**src/clle_pkg.sv**
```systemverilog
// Shared types and constants for the circular linked list engine.
// No dependencies; used by clle_ctrl, clle_dp and circular_linked_list_engine_core.
`default_nettype none

package clle_pkg;

    // default sizes
    localparam int CAPACITY_DEF   = 256;
    localparam int VALUE_BITS_DEF = 32;

    // fixed port field widths
    localparam int CMD_W    = 2;
    localparam int INDEX_W  = 16;
    localparam int DATA_W   = 32;
    localparam int STATUS_W = 3;
    localparam int FPOS_W   = 8;
    localparam int ECOUNT_W = 9;

    // command codes
    typedef enum logic [CMD_W-1:0] {
        CMD_INSERT = 2'd0,
        CMD_REMOVE = 2'd1,
        CMD_READ   = 2'd2,
        CMD_FIND   = 2'd3
    } t_cmd;

    // result status codes
    typedef enum logic [STATUS_W-1:0] {
        ST_OK        = 3'd0,
        ST_EMPTY     = 3'd1,
        ST_NO_POS    = 3'd2,
        ST_FULL      = 3'd3,
        ST_NOT_FOUND = 3'd4
    } t_status;

    // controller states
    typedef enum logic [3:0] {
        S_IDLE,
        S_DISPATCH,
        S_POP_WAIT,
        S_ROUTE,
        S_WALK_START,
        S_WALK,
        S_INS_A,
        S_INS_B,
        S_FR_A,
        S_FR_B,
        S_RM_A,
        S_RM_RD,
        S_RM_TAKE,
        S_DONE
    } t_state;

    // datapath operations, one per cycle
    typedef enum logic [4:0] {
        OP_NONE,
        OP_LATCH,
        OP_FULL,
        OP_EMPTY,
        OP_RANGE,
        OP_POP_RD,
        OP_POP_FRESH,
        OP_POP_TAKE,
        OP_INS_ONLY,
        OP_WALK_START,
        OP_WALK_STEP,
        OP_READ_OUT,
        OP_FIND_HIT,
        OP_FIND_MISS,
        OP_INS_A,
        OP_INS_B,
        OP_FR_A,
        OP_FR_B,
        OP_RM_ONE,
        OP_RM_A,
        OP_RM_RD,
        OP_RM_TAKE,
        OP_EMIT
    } t_op;

    // datapath status toward the controller
    typedef struct packed {
        t_cmd cmd;
        logic count_zero;
        logic store_full;
        logic pop_mem;
        logic idx_in_range;
        logic walk_hit;
        logic find_end;
        logic find_match;
        logic one_left;
        logic need_refresh;
        logic out_free;
    } t_dp_stat;

endpackage

`default_nettype wire

```
**src/clle_ctrl.sv**
```systemverilog
// Command sequencer of the circular linked list engine.
// Depends on clle_pkg; drives clle_dp through one operation code per cycle.
`default_nettype none

module clle_ctrl (
    input  wire logic               i_clk,
    input  wire logic               i_rst_n,
    input  wire logic               i_valid,
    output logic                    o_stall,
    input  wire clle_pkg::t_dp_stat i_stat,
    output clle_pkg::t_op           o_op
);

    clle_pkg::t_state r_state;
    clle_pkg::t_state n_state;

    // state register
    always_ff @(posedge i_clk) begin
        if (!i_rst_n) begin
            r_state <= clle_pkg::S_IDLE;
        end else begin
            r_state <= n_state;
        end
    end

    // next state
    always_comb begin
        n_state = r_state;
        case (r_state)
            clle_pkg::S_IDLE: begin
                if (i_valid) n_state = clle_pkg::S_DISPATCH;
            end
            clle_pkg::S_DISPATCH: begin
                case (i_stat.cmd)
                    clle_pkg::CMD_INSERT: begin
                        if (i_stat.store_full)   n_state = clle_pkg::S_DONE;
                        else if (i_stat.pop_mem) n_state = clle_pkg::S_POP_WAIT;
                        else                     n_state = clle_pkg::S_ROUTE;
                    end
                    clle_pkg::CMD_REMOVE, clle_pkg::CMD_READ: begin
                        if (i_stat.count_zero || !i_stat.idx_in_range)
                            n_state = clle_pkg::S_DONE;
                        else
                            n_state = clle_pkg::S_WALK_START;
                    end
                    default: n_state = clle_pkg::S_WALK_START;
                endcase
            end
            clle_pkg::S_POP_WAIT: n_state = clle_pkg::S_ROUTE;
            clle_pkg::S_ROUTE: begin
                if (i_stat.count_zero)        n_state = clle_pkg::S_DONE;
                else if (i_stat.idx_in_range) n_state = clle_pkg::S_WALK_START;
                else                          n_state = clle_pkg::S_FR_A;
            end
            clle_pkg::S_WALK_START: n_state = clle_pkg::S_WALK;
            clle_pkg::S_WALK: begin
                if (i_stat.cmd == clle_pkg::CMD_FIND) begin
                    if (i_stat.find_end || i_stat.find_match) n_state = clle_pkg::S_DONE;
                end else if (i_stat.walk_hit) begin
                    case (i_stat.cmd)
                        clle_pkg::CMD_INSERT: n_state = clle_pkg::S_INS_A;
                        clle_pkg::CMD_REMOVE: begin
                            if (i_stat.one_left) n_state = clle_pkg::S_DONE;
                            else                 n_state = clle_pkg::S_RM_A;
                        end
                        default: n_state = clle_pkg::S_DONE;
                    endcase
                end
            end
            clle_pkg::S_INS_A: n_state = clle_pkg::S_INS_B;
            clle_pkg::S_INS_B: n_state = clle_pkg::S_DONE;
            clle_pkg::S_FR_A:  n_state = clle_pkg::S_FR_B;
            clle_pkg::S_FR_B:  n_state = clle_pkg::S_DONE;
            clle_pkg::S_RM_A: begin
                if (i_stat.need_refresh) n_state = clle_pkg::S_RM_RD;
                else                     n_state = clle_pkg::S_DONE;
            end
            clle_pkg::S_RM_RD:   n_state = clle_pkg::S_RM_TAKE;
            clle_pkg::S_RM_TAKE: n_state = clle_pkg::S_DONE;
            clle_pkg::S_DONE: begin
                if (i_stat.out_free) n_state = clle_pkg::S_IDLE;
            end
            default: n_state = clle_pkg::S_IDLE;
        endcase
    end

    // operation decode
    always_comb begin
        o_op    = clle_pkg::OP_NONE;
        o_stall = (r_state != clle_pkg::S_IDLE);
        case (r_state)
            clle_pkg::S_IDLE: begin
                if (i_valid) o_op = clle_pkg::OP_LATCH;
            end
            clle_pkg::S_DISPATCH: begin
                case (i_stat.cmd)
                    clle_pkg::CMD_INSERT: begin
                        if (i_stat.store_full)   o_op = clle_pkg::OP_FULL;
                        else if (i_stat.pop_mem) o_op = clle_pkg::OP_POP_RD;
                        else                     o_op = clle_pkg::OP_POP_FRESH;
                    end
                    clle_pkg::CMD_REMOVE, clle_pkg::CMD_READ: begin
                        if (i_stat.count_zero)         o_op = clle_pkg::OP_EMPTY;
                        else if (!i_stat.idx_in_range) o_op = clle_pkg::OP_RANGE;
                    end
                    default: o_op = clle_pkg::OP_NONE;
                endcase
            end
            clle_pkg::S_POP_WAIT: o_op = clle_pkg::OP_POP_TAKE;
            clle_pkg::S_ROUTE: begin
                if (i_stat.count_zero) o_op = clle_pkg::OP_INS_ONLY;
            end
            clle_pkg::S_WALK_START: o_op = clle_pkg::OP_WALK_START;
            clle_pkg::S_WALK: begin
                if (i_stat.cmd == clle_pkg::CMD_FIND) begin
                    if (i_stat.find_end)        o_op = clle_pkg::OP_FIND_MISS;
                    else if (i_stat.find_match) o_op = clle_pkg::OP_FIND_HIT;
                    else                        o_op = clle_pkg::OP_WALK_STEP;
                end else if (i_stat.walk_hit) begin
                    case (i_stat.cmd)
                        clle_pkg::CMD_READ: o_op = clle_pkg::OP_READ_OUT;
                        clle_pkg::CMD_REMOVE: begin
                            if (i_stat.one_left) o_op = clle_pkg::OP_RM_ONE;
                        end
                        default: o_op = clle_pkg::OP_NONE;
                    endcase
                end else begin
                    o_op = clle_pkg::OP_WALK_STEP;
                end
            end
            clle_pkg::S_INS_A:   o_op = clle_pkg::OP_INS_A;
            clle_pkg::S_INS_B:   o_op = clle_pkg::OP_INS_B;
            clle_pkg::S_FR_A:    o_op = clle_pkg::OP_FR_A;
            clle_pkg::S_FR_B:    o_op = clle_pkg::OP_FR_B;
            clle_pkg::S_RM_A:    o_op = clle_pkg::OP_RM_A;
            clle_pkg::S_RM_RD:   o_op = clle_pkg::OP_RM_RD;
            clle_pkg::S_RM_TAKE: o_op = clle_pkg::OP_RM_TAKE;
            clle_pkg::S_DONE: begin
                if (i_stat.out_free) o_op = clle_pkg::OP_EMIT;
            end
            default: o_op = clle_pkg::OP_NONE;
        endcase
    end

endmodule

`default_nettype wire

```
**config.mk**
```make
export PLATFORM = sky130hd
export DESIGN_NAME = clle_ctrl
export DESIGN_NICKNAME = d
export VERILOG_FILES = /design/src/clle_pkg.sv /design/src/clle_ctrl.sv
export SDC_FILE = /design/constraint.sdc
export NUM_CORES = 1
export LEC_CHECK = 0
export BUFFER_PORTS_ARGS = -buffer_cell sky130_fd_sc_hd__buf_2
export CAP_MARGIN = 0
export CORE_MARGIN = 1.5
export CORE_UTILIZATION = 47
export CTS_CLUSTER_SIZE = 24
export DETAILED_ROUTE_END_ITERATION = 10
export PLACE_DENSITY = 0.75
export SLEW_MARGIN = 40
export SYNTH_ARGS = -nofsm -noshare
export SYNTH_HDL_FRONTEND = slang
export SYNTH_SLANG_ARGS = --single-unit
```
**constraint.sdc**
```tcl
create_clock -name i_clk -period 1.25 [get_ports i_clk]
set_input_delay 0.0625 -clock i_clk [delete_from_list [all_inputs] [get_ports i_clk]]
set_output_delay 0.0625 -clock i_clk [all_outputs]
set_load 0.05 [all_outputs]
```
Yosys cells after proc, flatten, opt, wreduce, memory -nomap -nowiden --
Cells that the tools add are included.
Cells by class: reductions and logical operators 9, muxes and demuxes 30, eq/ne operators 20
Operator list (count):
- 5-bit case mux with 14 select lines | 1
- 4-bit case mux with 12 select lines | 1
- 4-bit two-way mux | 10
- 4-bit == test, second input constant | 6
- 3-bit two-way mux | 7
- 5-bit two-way mux | 4
- 5-bit case mux with 2 select lines | 2
- 4-bit by 3-bit == test with 1-bit output, second input constant | 4
- 4-bit case mux with 2 select lines | 2
- 4-bit by 2-bit == test with 1-bit output, second input constant | 2
- 3-bit != test, second input constant | 2
- 2-bit == test, second input constant | 2
- 4-bit by 1-bit == test with 1-bit output, second input constant | 1
- 4-bit zero test | 1
- 2-bit != test, second input constant | 2
- 4-bit AND reduction | 1
- 4-bit nonzero test | 1
- 3-bit OR reduction | 1
- 2-bit by 1-bit == test with 1-bit output, second input constant | 1
- 2-bit zero test | 1
- 1-bit logical OR | 2
- 1-bit two-way mux | 2
- 2-bit two-way mux | 1
- 2-bit OR reduction | 1
- 1-bit zero test | 1
Word-level totals: bits in registers 4, output and inout bits 6, input bits 15, word-level logic and storage cells 60

Logic depth before layout (Yosys ltp) --
Gate-level depths: netlist of run 1.
depth after elaboration 5, depth in mapped cells 7, mapped depth without buffers 7

Worst setup path before layout of run 1 --
No wires, ideal clock.
path kind input -> output, from in i_stat[10] in the netlist's numbering, to out o_op[1], arrival time 1.804 ns, cell stages on the path 6, required time 1.188 ns, path slack -0.617 ns, buffers on the path 1, cell sequence ha_1 -> buf_4 -> o21ai_1 -> nand2_1 -> a21boi_0 -> o21ai_0
On the way: cells in the longest elaborated chain, start to end 5, elaborated cells between the ends (all ways) 10, classes of those cells eq/ne (3); mux (5); reduce/logical (2)
RTL lines:
- from (decl) | RTL line clle_ctrl.sv:10 | input wire clle_pkg::t_dp_stat i_stat,
- 2-bit by 1-bit == test with 1-bit output / 2-bit == test (equally long branches) | RTL line clle_ctrl.sv:96, clle_ctrl.sv:120
- 5-bit case mux with 2 select lines | RTL line clle_ctrl.sv:120 | case (i_stat.cmd)
- 5-bit two-way mux | RTL line clle_ctrl.sv:119 | end else if (i_stat.walk_hit) begin
- 5-bit two-way mux | RTL line clle_ctrl.sv:115 | if (i_stat.cmd == clle_pkg::CMD_FIND) begin
- 5-bit case mux with 14 select lines (*) | RTL line clle_ctrl.sv:91 | case (r_state)
- to (decl) | RTL line clle_ctrl.sv:11 | output clle_pkg::t_op o_op
Mark *: on every way between the ends. The rest lies on a longest branch, timed or not.

Final worst setup path of run 1 --
from reg r_state[3], to out o_op[0]
On the way: cells in the longest elaborated chain, start to end 2, elaborated cells between the ends (all ways) 15, classes of those cells eq/ne (13); mux (1); reduce/logical (1)
RTL lines:
- from (decl) | RTL line clle_ctrl.sv:14 | clle_pkg::t_state r_state;
- from (signal assigned) | RTL line clle_ctrl.sv:20 | r_state <= clle_pkg::S_IDLE;
- from (signal assigned) | RTL line clle_ctrl.sv:22 | r_state <= n_state;
- 4-bit == test (tied with other cells) | RTL line clle_ctrl.sv:91
- 5-bit case mux with 14 select lines (*) | RTL line clle_ctrl.sv:91
Marked as above.

==> results of run 1 <==
-- power by group --
group          internal, W  switching [W]  total (W)
Sequential        0.000187       0.000111   0.000298
Clock             0.000108      0.0000654   0.000174
Combinational      0.00106        0.00120    0.00226
Total              0.00136        0.00138    0.00273
-- cells by family after synthesis --
logic type / Yosys count / share of synthesized area (%)
buffers and inverters: 19 / 11.5
AOI/OAI and AO/OA: 52 / 41.5
DFF: 4 / 9.32
and+or+nand+nor: 46 / 29.3
adders and majority gates: 5 / 7.28
muxes: 1 / 1.16
-- per-layer routing --
metal  routed length, um  part of all wire, %  GRT usage, %  vias to the layer above
li1                    -                    -             -                      591
met1                1400                   36          48.9                      594
met2                1780                   46          63.1                      104
met3                 480                   12          11.1                       36
met4                 214                  5.5          18.9                        0
met5                   0                    0             0                        -
-- through the flow --
step	total power (W)	hold slack [ns]
5_1_grt	0.00286	0.163
2_1_floorplan	0.00143	0.213
3_3_place_gp	0.00192	0.380
3_5_place_dp	0.00196	0.385
4_1_cts	0.00254	0.118
6_report	0.00273	0.177
-- layout make-up --
class	count	area [um^2]
inverters	10	37.5
well taps	25	31.3
clock buffers	3	22.5
fillers	94	205
repair buffers	63	492
multi-input cells	104	843
flip-flops and latches	4	95.1
-- worst paths after layout --
check	to	slack [ns]
worst min-delay path	r_state[1]$_SDFFE_PN0P_	0.18
worst max-delay path	o_op[0]	-0.35
worst min register to register	r_state[3]$_SDFFE_PN0P_	0.69
worst max register to register	r_state[0]$_SDFFE_PN0P_	-0.31
-- critical path: cells and delay by family, from the launching register on --
kind / cells / cell delay (ns)
AOI/OAI and AO/OA: 3 / 0.51
and+or+nand+nor: 1 / 0.05
DFF: 1 / 0.39
buffers and inverters: 3 / 0.35
-- synthesized netlist by cell type (all sizes together), types with 2 or more instances --
library cell  count
nand2            14
nand3             4
dfxtp             4
nor2              9
a2111o            2
inv              10
a21oi            11
o211ai            4
and3              2
a31oi             3
nand2b            6
buf               9
o21ai            16
ha                5
o22ai             2
a21o              2
-- timing repair --
item                                    CTS  global route
setup buffers                             6             2
endpoints found under the hold margin     0             0
gates resized for setup                  42             6
pin swaps                                14             2
hold buffers                              0             0
endpoints found under the setup margin   10            10
==> flow_metrics.tcl, run 1 <==
set metrics [dict create \
    synth_warnings 0 \
    hold_path_class "in2reg" \
    dpl_cell_area_mm2 0.00128 \
    cp.required_ns 1.19 \
    synth_edf_count 0 \
    clock_path_buffers 2 \
    coreArea_mm2 0.00173 \
    reg.largest.list "r_state (4)" \
    place_inst 198 \
    mappedNetlistNets 147 \
    min_from "i_rst_n" \
    setup_viol 10 \
    synth_area_leaders "dfxtp_1 9.3%, ha_1 7.3%, o21ai_0 7.0%, a21oi_1 6.4%, nand2_1 5.7%" \
    grt_pass1_vias 1246 \
    vias 1325 \
    cts_made_buffers 3 \
    synthArstFlopShare_pct 0 \
    vias_per_cell 6.34 \
    cp-end-kind "primary output" \
    fin_nets 206 \
    startpoint "r_state[3]$_SDFFE_PN0P_" \
    yosysTopAreaCell "dfxtp_1" \
    cp-start-kind "flop" \
    fmax_mhz 624 \
    initial_core_util_pct 49.8 \
    p_leak_nw 0.696 \
    cpMaxStageDelayCell "dfxtp_4" \
    grt_use_total_pct 39.6 \
    hpwl_um 2370 \
    rsz0062_at_grt "yes" \
    syn_avg_cell_area_um2 6.77 \
    ant_nets 0 \
    synth_top_area_share_pct 9.32 \
    ys.flop_type "dfxtp_1" \
    hold_depth 3 \
    drt_iter0_markers 89 \
    routed_wl_um 3870 \
    violations "negative setup slack" \
    p_per_area_mw_per_mm2 1800 \
    tns_ns -2.64 \
    post-route-period-util_pct 128 \
    pre_cts_ws_ns -0.322 \
    finalInstanceArea_mm2 0.00152 \
    rows 15 \
    final_max_slew_viol_count 0 \
    finish.utilization_pct 88.1 \
    cts.sinks 4 \
    hold_viol 0 \
    worst_slack_ns -0.354 \
    outcome "complete, but fails checks" \
    critPathMaxStageDelay_ns 0.39 \
    cp_max_fo 6 \
    grt_pass1_wl_um 5870 \
    drv_cap 0 \
    drive_above_1_share_pct 54.9 \
    path_cells "buf_6 -> inv_2 -> a21oi_2 -> nor2_2 -> o32ai_2 -> o221ai_2 -> buf_6" \
    grt_overflow 0 \
    clock_skew_ns 0.0104 \
    final_common_cell "buf_4" \
    yosysSeqAreaShare_pct 9.32 \
    synth.cell_area_um2 860 \
    die-area_mm2 0.00209 \
    worstSetupPathType "reg2out" \
    largest_reg_flops 4 \
    grt_max_degree 10 \
    cts-root-buf "clkbuf_4" \
    maxSlewHeadroom_pct 74.5 \
    antenna_found_initial 0 \
    cts_max_level 1 \
    final_cells 209 \
    cpMostUsedCell "buf_6" \
    rr_startpoint "r_state[0]$_SDFFE_PN0P_" \
    ys_types 48 \
    synthCells 127 \
    final.min_clock_period_ns 1.60 \
    worst_slew_pin_slew_ns 0.378 \
    drc 0 \
    die_x_um 45.8 \
    final_cell_mix "38 x buf_4, 14 x buf_2, 10 x nand2_1" \
    regMostFlops "r_state" \
    cts_tree "done" \
    io_pins 21 \
    io_buffers 20 \
    dr.pass1.iters 5 \
    routedWlPerCell_um 18.5 \
    r2r_cells 6 \
    vdd.ir_drop.worst_mv 1.54 \
    gp_congestion 0.967 \
    cp.arrival_ns 1.54 \
    area_growth_pct 77.0 \
    clk_pin_slew_ns 0.05 \
    ys_ff_latch 4 \
    clk_latency_ns 0.25 \
    die_h_um 45.8 \
    diodes 0 \
]
Power figures use the tool's default switching activity.
==> inputs of run 2 (changes only) <==
--- a/config.mk
+++ b/config.mk
@@ -8,10 +8,10 @@
 export BUFFER_PORTS_ARGS = -buffer_cell sky130_fd_sc_hd__buf_2
 export CAP_MARGIN = 0
 export CORE_MARGIN = 1.5
-export CORE_UTILIZATION = 47
+export CORE_UTILIZATION = 30
 export CTS_CLUSTER_SIZE = 24
 export DETAILED_ROUTE_END_ITERATION = 10
-export PLACE_DENSITY = 0.75
+export PLACE_DENSITY = 0.53
 export SLEW_MARGIN = 40
 export SYNTH_ARGS = -nofsm -noshare
 export SYNTH_HDL_FRONTEND = slang
==> flow_metrics.tcl, run 2 (same netlist as run 1, synthesis figures left out) <==
set metrics [dict create \
    cp.arrival_ns 1.57 \
    cp.required_ns 1.19 \
    cts.sinks 4 \
    ant_nets 0 \
    drc 0 \
    vias 1214 \
    cts_made_buffers 3 \
    cp_max_fo 6 \
    vias_per_cell 5.78 \
    path_cells "buf_12 -> a21oi_4 -> nor2_2 -> o32ai_2 -> o221ai_2 -> buf_6" \
    p_leak_nw 0.659 \
    violations "negative setup slack" \
    final_cells 210 \
    fmax_mhz 612 \
    critPathMaxStageDelay_ns 0.37 \
    min_from "i_rst_n" \
    gp_congestion 0.879 \
    outcome "complete, but fails checks" \
    worstSetupPathType "reg2out" \
    crit_buf_inv 2 \
    hold_viol 0 \
    vdd.ir_drop.worst_mv 1.84 \
    clk_latency_ns 0.26 \
    multiInputGateArea_um2 848 \
    p_comb_share_pct 81.8 \
    fillCellCount 247 \
    grt_max_degree 18 \
    final_common_cell "buf_4" \
    die_x_um 56.5 \
    largest_reg_flops 4 \
    routedWlPerCell_um 16.7 \
    final_max_slew_viol_count 0 \
    internal_power_w 0.00137 \
    io_pins 21 \
    cts_max_level 1 \
    cts-root-buf "clkbuf_4" \
    rsz0062_at_grt "yes" \
    worst_slack_ns -0.385 \
    grt_overflow 0 \
    clock_path_buffers 2 \
    final-seq-area_um2 95.1 \
    cp-end-kind "primary output" \
    routed_wl_um 3510 \
    whs_ns 0.157 \
    cp-start-kind "flop" \
    die_h_um 56.5 \
    clk_pin_slew_ns 0.05 \
    fin_nets 201 \
    final.min_clock_period_ns 1.63 \
    hpwl_um 2390 \
    clock_skew_ns 0.0122 \
    drv_cap 0 \
    drive_above_1_share_pct 53.6 \
    startpoint "r_state[2]$_SDFFE_PN0P_" \
    antenna_found_initial 0 \
    regMostFlops "r_state" \
    p_per_area_mw_per_mm2 1770 \
    setup_viol 10 \
    worst_slew_pin_slew_ns 0.278 \
    drt_iter0_markers 41 \
    place_inst 198 \
    diodes 0 \
    coreArea_mm2 0.00273 \
    initial_core_util_pct 31.4 \
    p_clk_share_pct 6.9 \
    hold_path_class "in2reg" \
    grt_pass1_vias 1148 \
    rr_startpoint "r_state[2]$_SDFFE_PN0P_" \
    cpMaxStageDelayCell "dfxtp_4" \
    cpLargestDelayFamily "compound AO/OA/AOI/OAI gates" \
    seqPwrFrac_pct 11.3 \
    final_cell_mix "33 x buf_4, 14 x buf_2, 12 x nand2_1" \
    grt_use_total_pct 21.4 \
    io_buffers 20 \
    post-route-period-util_pct 131 \
    rows 19 \
    area_growth_pct 78.0 \
    swShare_pct 49.4 \
    dr.pass1.iters 4 \
    die-area_mm2 0.00320 \
    switching_power_w 0.00134 \
    grt_pass1_wl_um 5300 \
    cts_tree "done" \
    reg.largest.list "r_state (4)" \
    maxSlewHeadroom_pct 81.4 \
]
-- run 2: cell count changes in the layout (fill, tap and decap cells not counted), sizes merged --
cell,before,now
bufbuf,0,1
buf,63,57
-- run 2: worst paths after layout --
check / depth (start not counted) / to / slack (ns)
worst max-delay path: 6 / o_op[0] / -0.38
worst min-delay path: 3 / r_state[3]$_SDFFE_PN0P_ / 0.16
worst min register to register: 3 / r_state[1]$_SDFFE_PN0P_ / 0.68
worst max register to register: 7 / r_state[3]$_SDFFE_PN0P_ / -0.34
-- run 2: metal layers --
layer  up-vias  track usage, %  part of all wire (%)
met3        10            1.61                   7.1
met1       577            29.1                    42
met2        44            34.7                    48
li1        583               -                     -
met5         -               0                     0
met4         0            8.50                   2.4
-- run 2: cell type report --
type                    count  share of cell area, %
well taps                  31                   2.53
clock buffers               3                   1.47
flip-flops and latches      4                   6.21
inverters                  10                   2.45
repair buffers             58                   31.9
multi-input cells         104                   55.4
-- run 2: per-stage QoR --
stage / util (%) / area (um^2) / setup TNS, ns / power (W) / setup WS, ns
final: 56.0 / 1530 / -3.13 / 0.00271 / -0.385
after global routing: 56.0 / 1530 / -3.55 / 0.00286 / -0.457
after CTS: 51.6 / 1410 / -3.03 / 0.00241 / -0.383
after detailed placement: 45.8 / 1250 / -2.39 / 0.00193 / -0.330
after global placement: 45.8 / 1250 / -2.50 / 0.00193 / -0.315
after floorplan: - / 938 / -0.906 / 0.00143 / -0.283
-- run 2: timing repair --
item | 4_1_cts | 5_1_grt
cloned | 1 | 0
hold buffers | 0 | 0
resized for setup | 26 | 19
buffers inserted | 4 | 4
pin swaps | 5 | 8
endpoints found under the setup margin | 10 | 10
-- run 2: power groups by stage --
stage	clock network, W	logic (W)	registers, W
final	0.000187	0.00222	0.000306
after global routing	0.000191	0.00236	0.000309
after CTS	0.000181	0.00192	0.000304
after detailed placement	0	0.00165	0.000284
after global placement	0	0.00164	0.000289
after floorplan	0	0.00123	0.000199
-- run 2: worst min-delay path, stage by stage --
cell and delay (ns):
buf_2 0.12, nand3b_1 0.09, o22ai_1 0.08
